`src/hdl/cmt_pkg.sv`:
```
`timescale 1ns / 1ps

package cmt_pkg;

   // Widths of the request and response fields.
   localparam int OPCODE_W     = 3;
   localparam int ITEM_W       = 32;
   localparam int INDEX_W      = 4;
   localparam int COUNT_OUT_W  = 16;
   localparam int VALUE_OUT_W  = 32;
   localparam int DISTINCT_W   = 5;
   localparam int TOTAL_W      = 20;

   typedef enum logic [OPCODE_W-1:0] {
      OP_INSERT    = 3'd0,
      OP_ERASE_ONE = 3'd1,
      OP_ERASE_ALL = 3'd2,
      OP_COUNT     = 3'd3,
      OP_GET       = 3'd4
   } opcode_type;

   typedef struct packed {
      opcode_type          opcode;
      logic [ITEM_W-1:0]   item_value;
      logic [INDEX_W-1:0]  entry_index;
   } req_type;

   typedef struct packed {
      logic                    ok;
      logic [COUNT_OUT_W-1:0]  count_out;
      logic [VALUE_OUT_W-1:0]  value_out;
      logic [DISTINCT_W-1:0]   distinct_entries;
      logic [TOTAL_W-1:0]      total_size;
      logic                    is_empty;
   } rsp_type;

endpackage

```
`src/hdl/cmt_entry_ram.sv`:
```
`timescale 1ns / 1ps

// One write port and one read port; read data is registered.
module cmt_entry_ram #(
   parameter int DEPTH      = 16,
   parameter int ADDR_WIDTH = 4,
   parameter int WIDTH      = 48
) (
   input  logic                  clock,
   input  logic                  wr_en,
   input  logic [ADDR_WIDTH-1:0] wr_addr,
   input  logic [WIDTH-1:0]      wr_data,
   input  logic [ADDR_WIDTH-1:0] rd_addr,
   output logic [WIDTH-1:0]      rd_data
);

   logic [WIDTH-1:0] mem [DEPTH];
   logic [WIDTH-1:0] rd_data_ff;

   always_ff @(posedge clock) begin
      if (wr_en) begin
         mem[wr_addr] <= wr_data;
      end
   end

   always_ff @(posedge clock) begin
      rd_data_ff <= mem[rd_addr];
   end

   assign rd_data = rd_data_ff;

endmodule

```
`src/hdl/counted_multiset_table_core.sv`:
```
`timescale 1ns / 1ps
// Unknown opcodes, gets out of range and lookups on an empty table answer in the cycle after
// the request; a valid get answers once the indexed entry has been read; a lookup answers once
// it hits or has scanned all used entries, and a removal that frees an entry then also shifts
// the later entries down. The single read port of the entry memory, one entry a cycle, paces both.
// A new request is taken only once the last one has answered; busy falls as the response issues.
// Reset clears the entry count, the total and the control state; the entry memory is not swept.
module counted_multiset_table_core #(
   parameter int TABLE_DEPTH = 16,
   parameter int VALUE_WIDTH = 32,
   parameter int COUNT_WIDTH = 16
) (
   input  logic             clock,
   input  logic             reset,
   input  logic             start,
   input  cmt_pkg::req_type req_data,
   output logic             busy,
   output logic             rsp_strobe,
   output cmt_pkg::rsp_type rsp_data
);

   import cmt_pkg::*;

   // Address width of the entry memory and width of the used-entry counter, which must also
   // hold TABLE_DEPTH itself.
   localparam int AW = (TABLE_DEPTH > 1) ? $clog2(TABLE_DEPTH) : 1;
   localparam int UW = $clog2(TABLE_DEPTH + 1);
   localparam int EW = VALUE_WIDTH + COUNT_WIDTH;
   localparam logic [COUNT_WIDTH-1:0] COUNT_MAX = '1;
   localparam logic [UW-1:0] DEPTH_U = UW'(TABLE_DEPTH);

   // The sequencer. SCAN walks the table one entry per cycle looking for the key; SHIFT moves
   // later entries down by one to close the gap left by a removed entry; GET waits for the
   // memory read of an indexed entry.
   typedef enum logic [3:0] {
      ST_IDLE  = 4'b0001,
      ST_SCAN  = 4'b0010,
      ST_SHIFT = 4'b0100,
      ST_GET   = 4'b1000
   } state_type;

   state_type               state_ff, state_in;
   opcode_type              op_ff, op_in;
   logic [VALUE_WIDTH-1:0]  key_ff, key_in;
   logic [AW-1:0]           ptr_ff, ptr_in;
   logic [UW-1:0]           used_ff, used_in;
   logic [TOTAL_W-1:0]      sum_ff, sum_in;
   logic                    hold_ok_ff, hold_ok_in;
   logic [COUNT_WIDTH-1:0]  hold_cnt_ff, hold_cnt_in;
   logic                    rsp_valid_ff, rsp_valid_in;
   rsp_type                 rsp_ff, rsp_in;

   // Entry memory ports. Each entry holds the value above its count.
   logic [AW-1:0]           rd_addr;
   logic [EW-1:0]           rd_q;
   logic                    wr_en;
   logic [AW-1:0]           wr_addr;
   logic [EW-1:0]           wr_data;

   logic [63:0]             req_key_wide;
   logic [VALUE_WIDTH-1:0]  req_key;
   logic [31:0]             req_idx_wide;
   logic                    idx_in_range;
   logic [VALUE_WIDTH-1:0]  q_val;
   logic [COUNT_WIDTH-1:0]  q_cnt;
   logic [UW-1:0]           ptr_next_u;
   logic                    more_after;
   logic                    scan_hit;

   // Response fields before they are fitted to the port widths.
   logic                    done;
   logic                    miss;
   opcode_type              miss_op;
   logic [VALUE_WIDTH-1:0]  miss_key;
   logic                    r_ok;
   logic [COUNT_WIDTH-1:0]  r_cnt;
   logic [VALUE_WIDTH-1:0]  r_val;
   logic [31:0]             r_cnt_wide;
   logic [63:0]             r_val_wide;
   logic [31:0]             used_wide;
   logic [31:0]             q_cnt_wide;

   cmt_entry_ram #(
      .DEPTH      (TABLE_DEPTH),
      .ADDR_WIDTH (AW),
      .WIDTH      (EW)
   ) u_entry_ram (
      .clock   (clock),
      .wr_en   (wr_en),
      .wr_addr (wr_addr),
      .wr_data (wr_data),
      .rd_addr (rd_addr),
      .rd_data (rd_q)
   );

   // Only the low VALUE_WIDTH bits of the requested value take part in the comparison.
   assign req_key_wide = 64'(req_data.item_value);
   assign req_key      = req_key_wide[VALUE_WIDTH-1:0];
   assign req_idx_wide = 32'(req_data.entry_index);
   assign idx_in_range = req_idx_wide < 32'(used_ff);

   assign q_val      = rd_q[EW-1:COUNT_WIDTH];
   assign q_cnt      = rd_q[COUNT_WIDTH-1:0];
   assign q_cnt_wide = 32'(q_cnt);
   assign ptr_next_u = UW'(ptr_ff) + UW'(1);
   assign more_after = ptr_next_u < used_ff;
   assign scan_hit   = (q_val == key_ff);

   always_comb begin
      state_in = state_ff;
      op_in    = op_ff;
      key_in   = key_ff;
      ptr_in   = ptr_ff;
      used_in  = used_ff;
      sum_in   = sum_ff;
      rd_addr  = '0;
      wr_en    = 1'b0;
      wr_addr  = ptr_ff;
      wr_data  = '0;
      done     = 1'b0;
      miss     = 1'b0;
      miss_op  = op_ff;
      miss_key = key_ff;
      r_ok     = 1'b0;
      r_cnt    = '0;
      r_val    = '0;

      case (state_ff)
         ST_IDLE: begin
            if (req_data.opcode == OP_GET) begin
               rd_addr = AW'(req_idx_wide);
            end
            if (start) begin
               op_in    = req_data.opcode;
               key_in   = req_key;
               miss_op  = req_data.opcode;
               miss_key = req_key;
               ptr_in   = '0;
               case (req_data.opcode)
                  OP_INSERT, OP_ERASE_ONE, OP_ERASE_ALL, OP_COUNT: begin
                     // Entry 0 is being read now; an empty table is an immediate miss.
                     if (used_ff == '0) begin
                        miss = 1'b1;
                     end else begin
                        state_in = ST_SCAN;
                     end
                  end
                  OP_GET: begin
                     if (idx_in_range) begin
                        state_in = ST_GET;
                     end else begin
                        done = 1'b1;
                     end
                  end
                  default: begin
                     done = 1'b1;
                  end
               endcase
            end
         end

         ST_SCAN: begin
            // The entry at ptr is on the read port; the next one is fetched ahead.
            rd_addr = ptr_ff + AW'(1);
            if (scan_hit) begin
               case (op_ff)
                  OP_INSERT: begin
                     done = 1'b1;
                     if (q_cnt != COUNT_MAX) begin
                        wr_en   = 1'b1;
                        wr_data = {q_val, q_cnt + COUNT_WIDTH'(1)};
                        sum_in  = sum_ff + TOTAL_W'(1);
                        r_ok    = 1'b1;
                     end
                  end
                  OP_ERASE_ONE: begin
                     r_ok  = 1'b1;
                     r_cnt = COUNT_WIDTH'(1);
                     if (q_cnt > COUNT_WIDTH'(1)) begin
                        wr_en   = 1'b1;
                        wr_data = {q_val, q_cnt - COUNT_WIDTH'(1)};
                        sum_in  = sum_ff - TOTAL_W'(1);
                        done    = 1'b1;
                     end else begin
                        sum_in   = sum_ff - q_cnt_wide[TOTAL_W-1:0];
                        state_in = ST_SHIFT;
                     end
                  end
                  OP_ERASE_ALL: begin
                     r_ok     = 1'b1;
                     r_cnt    = q_cnt;
                     sum_in   = sum_ff - q_cnt_wide[TOTAL_W-1:0];
                     state_in = ST_SHIFT;
                  end
                  default: begin
                     r_ok  = 1'b1;
                     r_cnt = q_cnt;
                     done  = 1'b1;
                  end
               endcase
            end else if (more_after) begin
               ptr_in = ptr_ff + AW'(1);
            end else begin
               miss = 1'b1;
            end
         end

         ST_SHIFT: begin
            // The entry after ptr is on the read port and moves down into ptr.
            rd_addr = ptr_ff + AW'(2);
            r_ok    = hold_ok_ff;
            r_cnt   = hold_cnt_ff;
            wr_en   = 1'b1;
            if (more_after) begin
               wr_data = rd_q;
               ptr_in  = ptr_ff + AW'(1);
            end else begin
               // The freed last position is cleared.
               wr_data = '0;
               used_in = used_ff - UW'(1);
               done    = 1'b1;
            end
         end

         ST_GET: begin
            r_ok  = 1'b1;
            r_cnt = q_cnt;
            r_val = q_val;
            done  = 1'b1;
         end

         default: begin
            state_in = ST_IDLE;
         end
      endcase

      // A lookup that found nothing. An insert then appends at the end if there is room.
      if (miss) begin
         done = 1'b1;
         if (miss_op == OP_INSERT && used_ff < DEPTH_U) begin
            wr_en   = 1'b1;
            wr_addr = AW'(used_ff);
            wr_data = {miss_key, COUNT_WIDTH'(1)};
            used_in = used_ff + UW'(1);
            sum_in  = sum_ff + TOTAL_W'(1);
            r_ok    = 1'b1;
         end
      end

      if (done) begin
         state_in = ST_IDLE;
      end
   end

   // The result of a removal is known at the hit and is carried through the shift.
   assign hold_ok_in  = (state_ff == ST_SHIFT) ? hold_ok_ff : r_ok;
   assign hold_cnt_in = (state_ff == ST_SHIFT) ? hold_cnt_ff : r_cnt;

   // The response reports the table as it stands after the request.
   assign r_cnt_wide = 32'(r_cnt);
   assign r_val_wide = 64'(r_val);
   assign used_wide  = 32'(used_in);

   always_comb begin
      rsp_in.ok               = r_ok;
      rsp_in.count_out        = r_cnt_wide[COUNT_OUT_W-1:0];
      rsp_in.value_out        = r_val_wide[VALUE_OUT_W-1:0];
      rsp_in.distinct_entries = used_wide[DISTINCT_W-1:0];
      rsp_in.total_size       = sum_in;
      rsp_in.is_empty         = (used_in == '0);
   end

   assign rsp_valid_in = done;

   always_ff @(posedge clock) begin
      if (reset) begin
         state_ff     <= ST_IDLE;
         used_ff      <= '0;
         sum_ff       <= '0;
         rsp_valid_ff <= 1'b0;
      end else begin
         state_ff     <= state_in;
         used_ff      <= used_in;
         sum_ff       <= sum_in;
         rsp_valid_ff <= rsp_valid_in;
      end
   end

   always_ff @(posedge clock) begin
      op_ff       <= op_in;
      key_ff      <= key_in;
      ptr_ff      <= ptr_in;
      hold_ok_ff  <= hold_ok_in;
      hold_cnt_ff <= hold_cnt_in;
      rsp_ff      <= rsp_in;
   end

   assign busy       = (state_ff != ST_IDLE);
   assign rsp_strobe = rsp_valid_ff;
   assign rsp_data   = rsp_ff;

`ifndef SYNTHESIS
   // The table never holds more entries than it has room for.
   a_used_bound: assert property (@(posedge clock) disable iff (reset)
      used_ff <= DEPTH_U)
      else $error("used entry count exceeds table depth");

   // The number of distinct entries moves by at most one per request.
   a_used_step: assert property (@(posedge clock) disable iff (reset)
      (used_ff != $past(used_ff)) |->
         (used_ff == $past(used_ff) + UW'(1) || used_ff == $past(used_ff) - UW'(1)))
      else $error("used entry count jumped by more than one");

   // The shift only ever touches valid entries.
   a_shift_in_table: assert property (@(posedge clock) disable iff (reset)
      (state_ff == ST_SHIFT) |-> (UW'(ptr_ff) < used_ff))
      else $error("shift pointer beyond the used entries");

   // A response follows either an accepted request or work in progress.
   a_rsp_cause: assert property (@(posedge clock) disable iff (reset)
      rsp_valid_ff |-> $past(start || state_ff != ST_IDLE))
      else $error("response without a request");
`endif

endmodule
```
`config.mk`:
```
export PLATFORM = sky130hd
export DESIGN_NAME = counted_multiset_table_core
export DESIGN_NICKNAME = d
export VERILOG_FILES = /design/src/hdl/cmt_pkg.sv /design/src/hdl/cmt_entry_ram.sv /design/src/hdl/counted_multiset_table_core.sv
export SDC_FILE = /design/constraint.sdc
export NUM_CORES = 1
export LEC_CHECK = 0
export ABC_AREA = 1
export BUFFER_PORTS_ARGS = -buffer_cell sky130_fd_sc_hd__buf_2
export CORE_UTILIZATION = 55
export DETAILED_ROUTE_END_ITERATION = 16
export HOLD_SLACK_MARGIN = 0.06
export PLACE_DENSITY_LB_ADDON = 0.2
export SLEW_MARGIN = 10
export SYNTH_ARGS = -nofsm -noshare
export SYNTH_HDL_FRONTEND = slang
export SYNTH_SLANG_ARGS = --single-unit
export TNS_END_PERCENT = 10
```
`constraint.sdc`:
```
create_clock -name clock -period 6.3 [get_ports clock]
set_input_delay 0 -clock clock [delete_from_list [all_inputs] [get_ports clock]]
set_output_delay 0 -clock clock [all_outputs]
set_load 0.01 [all_outputs]
```
======== Word-level counts from Yosys, hierarchy flattened ========
Memory sizes are Yosys's and may differ from the RTL's. A register that Yosys moved wholly into a read port is not among the register bits.
Index checks and enable logic that the tools add are counted.
cells by class
  add/sub/neg operators ................... 10
  multiply operators ...................... 0
  divide/modulo/power cells ............... 0
  order comparisons ....................... 4
  eq/ne operators ......................... 21
  shifts and indexed selects .............. 0
  muxes and demuxes ....................... 69
  bitwise gates (word level) .............. 1
  reductions and logical operators ........ 12
operators with widths
  kind                   number
  $mux 48                6
  $pmux 48 s2            2
  $mux 20                6
  $mux 32                2
  $pmux 20 s3            1
  $pmux 16 s3            1
  $mux 4                 11
  $pmux 4 s3             3
  $eq 32x32->1           1
  $pmux 16 s2            1
  $add 20x1->20 const B  1
  $mux 1                 20
  $mux 5                 4
  $sub 20x1->20 const B  1
  $sub 20x16->20         1
  $add 16x1->16 const B  1
  $gt 16x1->1 const B    1
  $mux 16                1
  $ne 16x16->1 const B   1
  $pmux 4 s2             2
  $sub 16x1->16 const B  1
  $logic_not 5->1        2
  $pmux 1 s2             5
  $eq 3x2->1 const B     3
  30 further kinds       39
word-level totals
  register bits ........................... 161
  bits in latches ......................... 0
  memory bits (writable) .................. 768
  memory bits (read-only) ................. 0
  input port bits ......................... 42
  output and inout bits ................... 77
  logic and storage cells ................. 133
  memories kept ........................... 1
memories
  name             words  bits a word  read ports  clocked after Yosys merged registers in  wr ports  RTL line             text
  u_entry_ram.mem  16     48           1           1                                        1         cmt_entry_ram.sv:17  logic [WIDTH-1:0] mem [DEPTH];

======== Depth between registers and ports, before layout ========
  depth in word-level cells ............... 9
  gate-level depth with buffers ........... 22
  depth with buffers taken out ............ 22

======== Hierarchy ========
Synthesis repeated with hierarchy kept, for this count alone.
second synthesis, totals
  cell total of the unflattened synthesis .. 4728
  area total of the unflattened synthesis .. 44305.0 µm²
by module, submodules not included
  module                       times used  cells an instance  area an instance (µm²)  seq. area each (µm²)
  cmt_entry_ram                1           3165               33988.8                 24023.0
  counted_multiset_table_core  1           1563               10316.1                 3433.3

======== Least setup slack after synthesis ========
OpenSTA, ideal clock, no wires.
  path type ............................... register -> register
  from .................................... reg ptr_ff[2]
  to ...................................... mem u_entry_ram.mem[0][0], enable pin
  library setup time ...................... 0.454 ns
  arrival ................................. 4.405 ns
  data required time ...................... 5.846 ns
  setup slack ............................. 1.441 ns
  cell stages (with the launch flop) ...... 17
  buffers on the path ..................... 1
  period minus slack after synthesis ...... 4.859 ns
  cells stage by stage .................... edfxtp_1 ha_1 inv_1 o21ai_0 o21ai_0 inv_1 ha_1 nand2_1 or2_2 nand3_1 nand3_1 nand2_2 buf_4 nand2_1 nand2_1 nand2_1 nor2_1
on the way
  longest elaborated chain between the ends .. 8
  elaborated cells on any way between the ends .. 10
  classes of those cells .................. add/sub (1); order compare (1); mux (8)
RTL lines
  element                       RTL line                            text
  from (decl)                   counted_multiset_table_core.sv:45   logic [AW-1:0] ptr_ff, ptr_in;
  from (signal assigned)        counted_multiset_table_core.sv:292  ptr_ff <= ptr_in;
  $add 4x1->5                   counted_multiset_table_core.sv:105  assign ptr_next_u = UW'(ptr_ff) + UW'(1);
  $lt 5x5->1                    counted_multiset_table_core.sv:106  assign more_after = ptr_next_u < used_ff;
  $mux 1                        counted_multiset_table_core.sv:201  end else if (more_after) begin
  $mux 1                        counted_multiset_table_core.sv:165  if (scan_hit) begin
  $pmux 1 s2                    counted_multiset_table_core.sv:128  case (state_ff)
  $mux 1                        counted_multiset_table_core.sv:238  if (miss) begin
  $mux 1                        cmt_entry_ram.sv:21                 if (wr_en) begin
  $mux 1 (implied by the code)  cmt_entry_ram.sv:22                 mem[wr_addr] <= wr_data;
  to (decl)                     cmt_entry_ram.sv:17
Parallel ways exist; a longest one is shown, timed or not.

======== Final worst setup path ========
  from .................................... reg ptr_ff[2]
  to ...................................... mem u_entry_ram.mem[2][13], enable pin
Same word-level chain as after synthesis.

==> impl_metrics.env <==
export IMPL_syn_area_per_cell_um2=10.48
export IMPL_drive_gt1_frac=0.09765
export IMPL_worstPathCellList="ha_1, inv_1, o21ai_0, o21ai_0, inv_1, ha_1, nand2_1, or2_2, nand3_1, buf_4, nand3_1, nand2_2, nand2_4, nand3_2, nand3_1, nor2_4, buf_4"
export IMPL_async_flop_share=0
export IMPL_synth_xor_area_frac=0.01317
export IMPL_synthAdderAreaFrac=0.009877
export IMPL_die_area_mm2=0.07850
export IMPL_finalCritPeriodShare=0.7704
export IMPL_outcome="finished clean"
export IMPL_maxSlewViolCount=0
export IMPL_synthCells=4063
export IMPL_synth_edf_count=789
export IMPL_worstMarginPinSlew_ns=1.254
export IMPL_fin_nets=4252
export IMPL_clk_path_buf_depth=3
export IMPL_critPathKind="reg -> reg"
export IMPL_slowest_delay_ns=0.64
export IMPL_cp_slowest_cell="nor2_4"
export IMPL_cp_arrival_ns=5.17
export IMPL_clkLatencyLatePin_ns=0.69
export IMPL_rows=101
export IMPL_vdd_drop_max_uv=339.3
export IMPL_cp_start_kind="flip-flop"
export IMPL_ys_warn_count=0
export IMPL_place_gp_congestion=0.9460
export IMPL_synth_mux_area_fraction=0.002587
export IMPL_final_antenna_net_count=0
export IMPL_worst_path_max_fanout=43
export IMPL_drc=0
export IMPL_avgRoutedWirePerCell_um=19.17
export IMPL_rsz0062_at_grt="no"
export IMPL_drv_cap=0
export IMPL_grt_antenna_before_repair=0
export IMPL_grt_total_usage=0.2578
export IMPL_seq_area_frac_synth=0.6451
export IMPL_syn_to_final_growth_pct=12.29
export IMPL_diodes=0
export IMPL_setup_violations_final=0
export IMPL_io_pins=119
export IMPL_port_buffer_count=118
export IMPL_clock_fmax_ghz=0.2060
export IMPL_maxSlewHeadroom=0.1640
export IMPL_dr_first_iter_drc_count=3312
export IMPL_die_width_um=280.2
export IMPL_tns_ns=0
export IMPL_drt_total_wl_um=101400
export IMPL_clock_root_buffer="clkbuf_16"
export IMPL_avgViaCountPerCell=5.534
export IMPL_fp_coreArea_mm2=0.07620
export IMPL_initial_core_util=0.5586
export IMPL_syn_area_mm2=0.04256
export IMPL_grt_pass1_wl_um=155900
export IMPL_dpl_hpwl_um=58050
export IMPL_ys_ff_latch=977
export IMPL_htreeDepth=3
export IMPL_synth_distinct_cells=52
export IMPL_fin_area_mm2=0.04779
export IMPL_synth_compound_area_frac=0.1085
export IMPL_fin_crit_ns=4.853
export IMPL_synth_top_family_by_area="simple AND/OR/NAND/NOR gates"
export IMPL_tritoncts="done"
export IMPL_drtPass1Iterations=6
export IMPL_pwr_density_cell_mw_per_mm2=302.4
export IMPL_fin_skew_ns=0.03922
export IMPL_cts_sinks=977
export IMPL_grt_pass1_vias=27320
export IMPL_cts_made_buffers=97
export IMPL_r2r_slack_ns=1.45
export IMPL_overflow=0
export IMPL_synth_ff_type="edfxtp_1"
export IMPL_synth_fp_nets=4138
export IMPL_clkTransAtPathRegs_ns=0.06
export IMPL_synth_simple_area_share=0.1388
export IMPL_layout_commonest_cell="edfxtp_1"
export IMPL_cp_common_cell="nand3_1"
export IMPL_leakagePower_nw=19.06
export IMPL_end_kind="flip-flop"
export IMPL_fp_dieH_um=280.2
export IMPL_final_cell_mix="789 x edfxtp_1, 691 x nand2_1, 586 x inv_1"
export IMPL_min_path_type="in -> reg"
export IMPL_placed_area_mm2=0.04404
export IMPL_grt_max_degree=224
export IMPL_cp_required_ns=6.62
export IMPL_hold_violations=0
export IMPL_vias=29280
final timing paths:
kind,start,to,cells after the start
min reg2reg,u_entry_ram.rd_data[40],rsp_data[50],2
min,req_data[23],key_ff[19],4
max reg2reg,ptr_ff[2],u_entry_ram.mem[2][13],17
max,ptr_ff[2],u_entry_ram.mem[2][13],17
area by class of cell:
class | count | area (um2)
Clock buffer | 132 | 2734
Fill cell | 6023 | 28410
Inverter | 615 | 2311
Timing Repair Buffer | 228 | 1732
Multi-Input combinational cell | 2258 | 11780
Tap cell | 1030 | 1289
Clock inverter | 50 | 491.7
Sequential cell | 977 | 27460
synth_stat cells (3+ instances only):
master	instances	share of area
or2_1	3	0.00044
buf_4	26	0.0046
o21ai_1	81	0.0095
clkbuf_1	57	0.0050
edfxtp_1	789	0.56
nand3_1	395	0.046
buf_2	101	0.012
o21a_1	21	0.0037
nand3_2	7	0.0016
clkinv_1	4	0.00035
nand3b_1	7	0.0012
nor3_1	17	0.0020
xnor2_1	25	0.0051
nor3_2	3	0.00071
a32oi_1	4	0.00082
a21oi_2	3	0.00062
nand2_1	691	0.061
nor2_1	195	0.017
o22ai_1	46	0.0068
inv_1	588	0.052
buf_6	21	0.0056
a21oi_1	229	0.027
o211ai_1	203	0.036
mux2i_1	11	0.0026
nand2_2	11	0.0016
buf_1	7	0.00062
xor2_1	39	0.0080
nand4_1	23	0.0034
ha_1	32	0.0094
o21ai_0	182	0.021
nor2_4	4	0.0011
dfxtp_1	188	0.088
inv_2	23	0.0020
o21ai_2	3	0.00062
cells by family (layout without fill, tap and decap cells):
group	Yosys count	in the layout
multiplexers	11	11
buffers and inverters	828	1025
AND/OR/NAND/NOR	1366	1366
XOR/XNOR	64	64
AO/OA/AOI/OAI	784	784
flip-flops	977	977
adder cells (fa/ha/maj)	33	33
flip-flops by register name, indices dropped and copies added, names as in the netlist:
signal               flops
u_entry_ram.mem        768
rsp_data                75
u_entry_ram.rd_data     48
key_ff                  32
sum_ff                  20
hold_cnt_ff             16
used_ff                  5
ptr_ff                   4
state_ff                 4
op_ff                    3
hold_ok_ff               1
rsp_strobe               1
per-layer routing:
| layer | global-route usage | part of all wire | up-vias |
|---|---|---|---|
| li1 | - | - | 14170 |
| met1 | 0.3696 | 0.45 | 13940 |
| met2 | 0.4087 | 0.46 | 988 |
| met3 | 0.03772 | 0.062 | 184 |
| met4 | 0.07650 | 0.025 | 0 |
| met5 | 0 | 0 | - |
worst max-delay path: cells and delay by family (launching register included):
kind	cells	cell delay (ns)
compound gates	2	0.16
fa+ha+maj	2	0.52
buf+inv	4	0.80
flops	1	0.49
simple gates	9	2.51
where the power goes:
group / total (mW) / internal (mW) / switching, mW
Combinational: 1.48 / 0.485 / 0.992
Clock: 5.76 / 3.31 / 2.45
Sequential: 7.22 / 7.10 / 0.118
metrics by stage:
stage	std cells	setup slack (ns)	hold slack (ns)	power (mW)	util
floorplan	4063	1.441	0.1295	8.363	-
global placement	5056	1.452	0.2382	8.758	0.5780
detailed placement	5056	1.391	0.2441	8.771	0.5780
CTS	5289	1.390	0.06044	14.52	0.6270
global route	5290	1.073	0.1073	14.97	0.6272
finish	5290	1.447	0.09485	14.45	0.6272
timing repair:
action | CTS | global route
resized for setup | 0 | 0
hold endpoints to repair | 104 | 0
setup buffers | 0 | 0
hold buffers | 51 | 0
(Power assumes the default switching activity.)
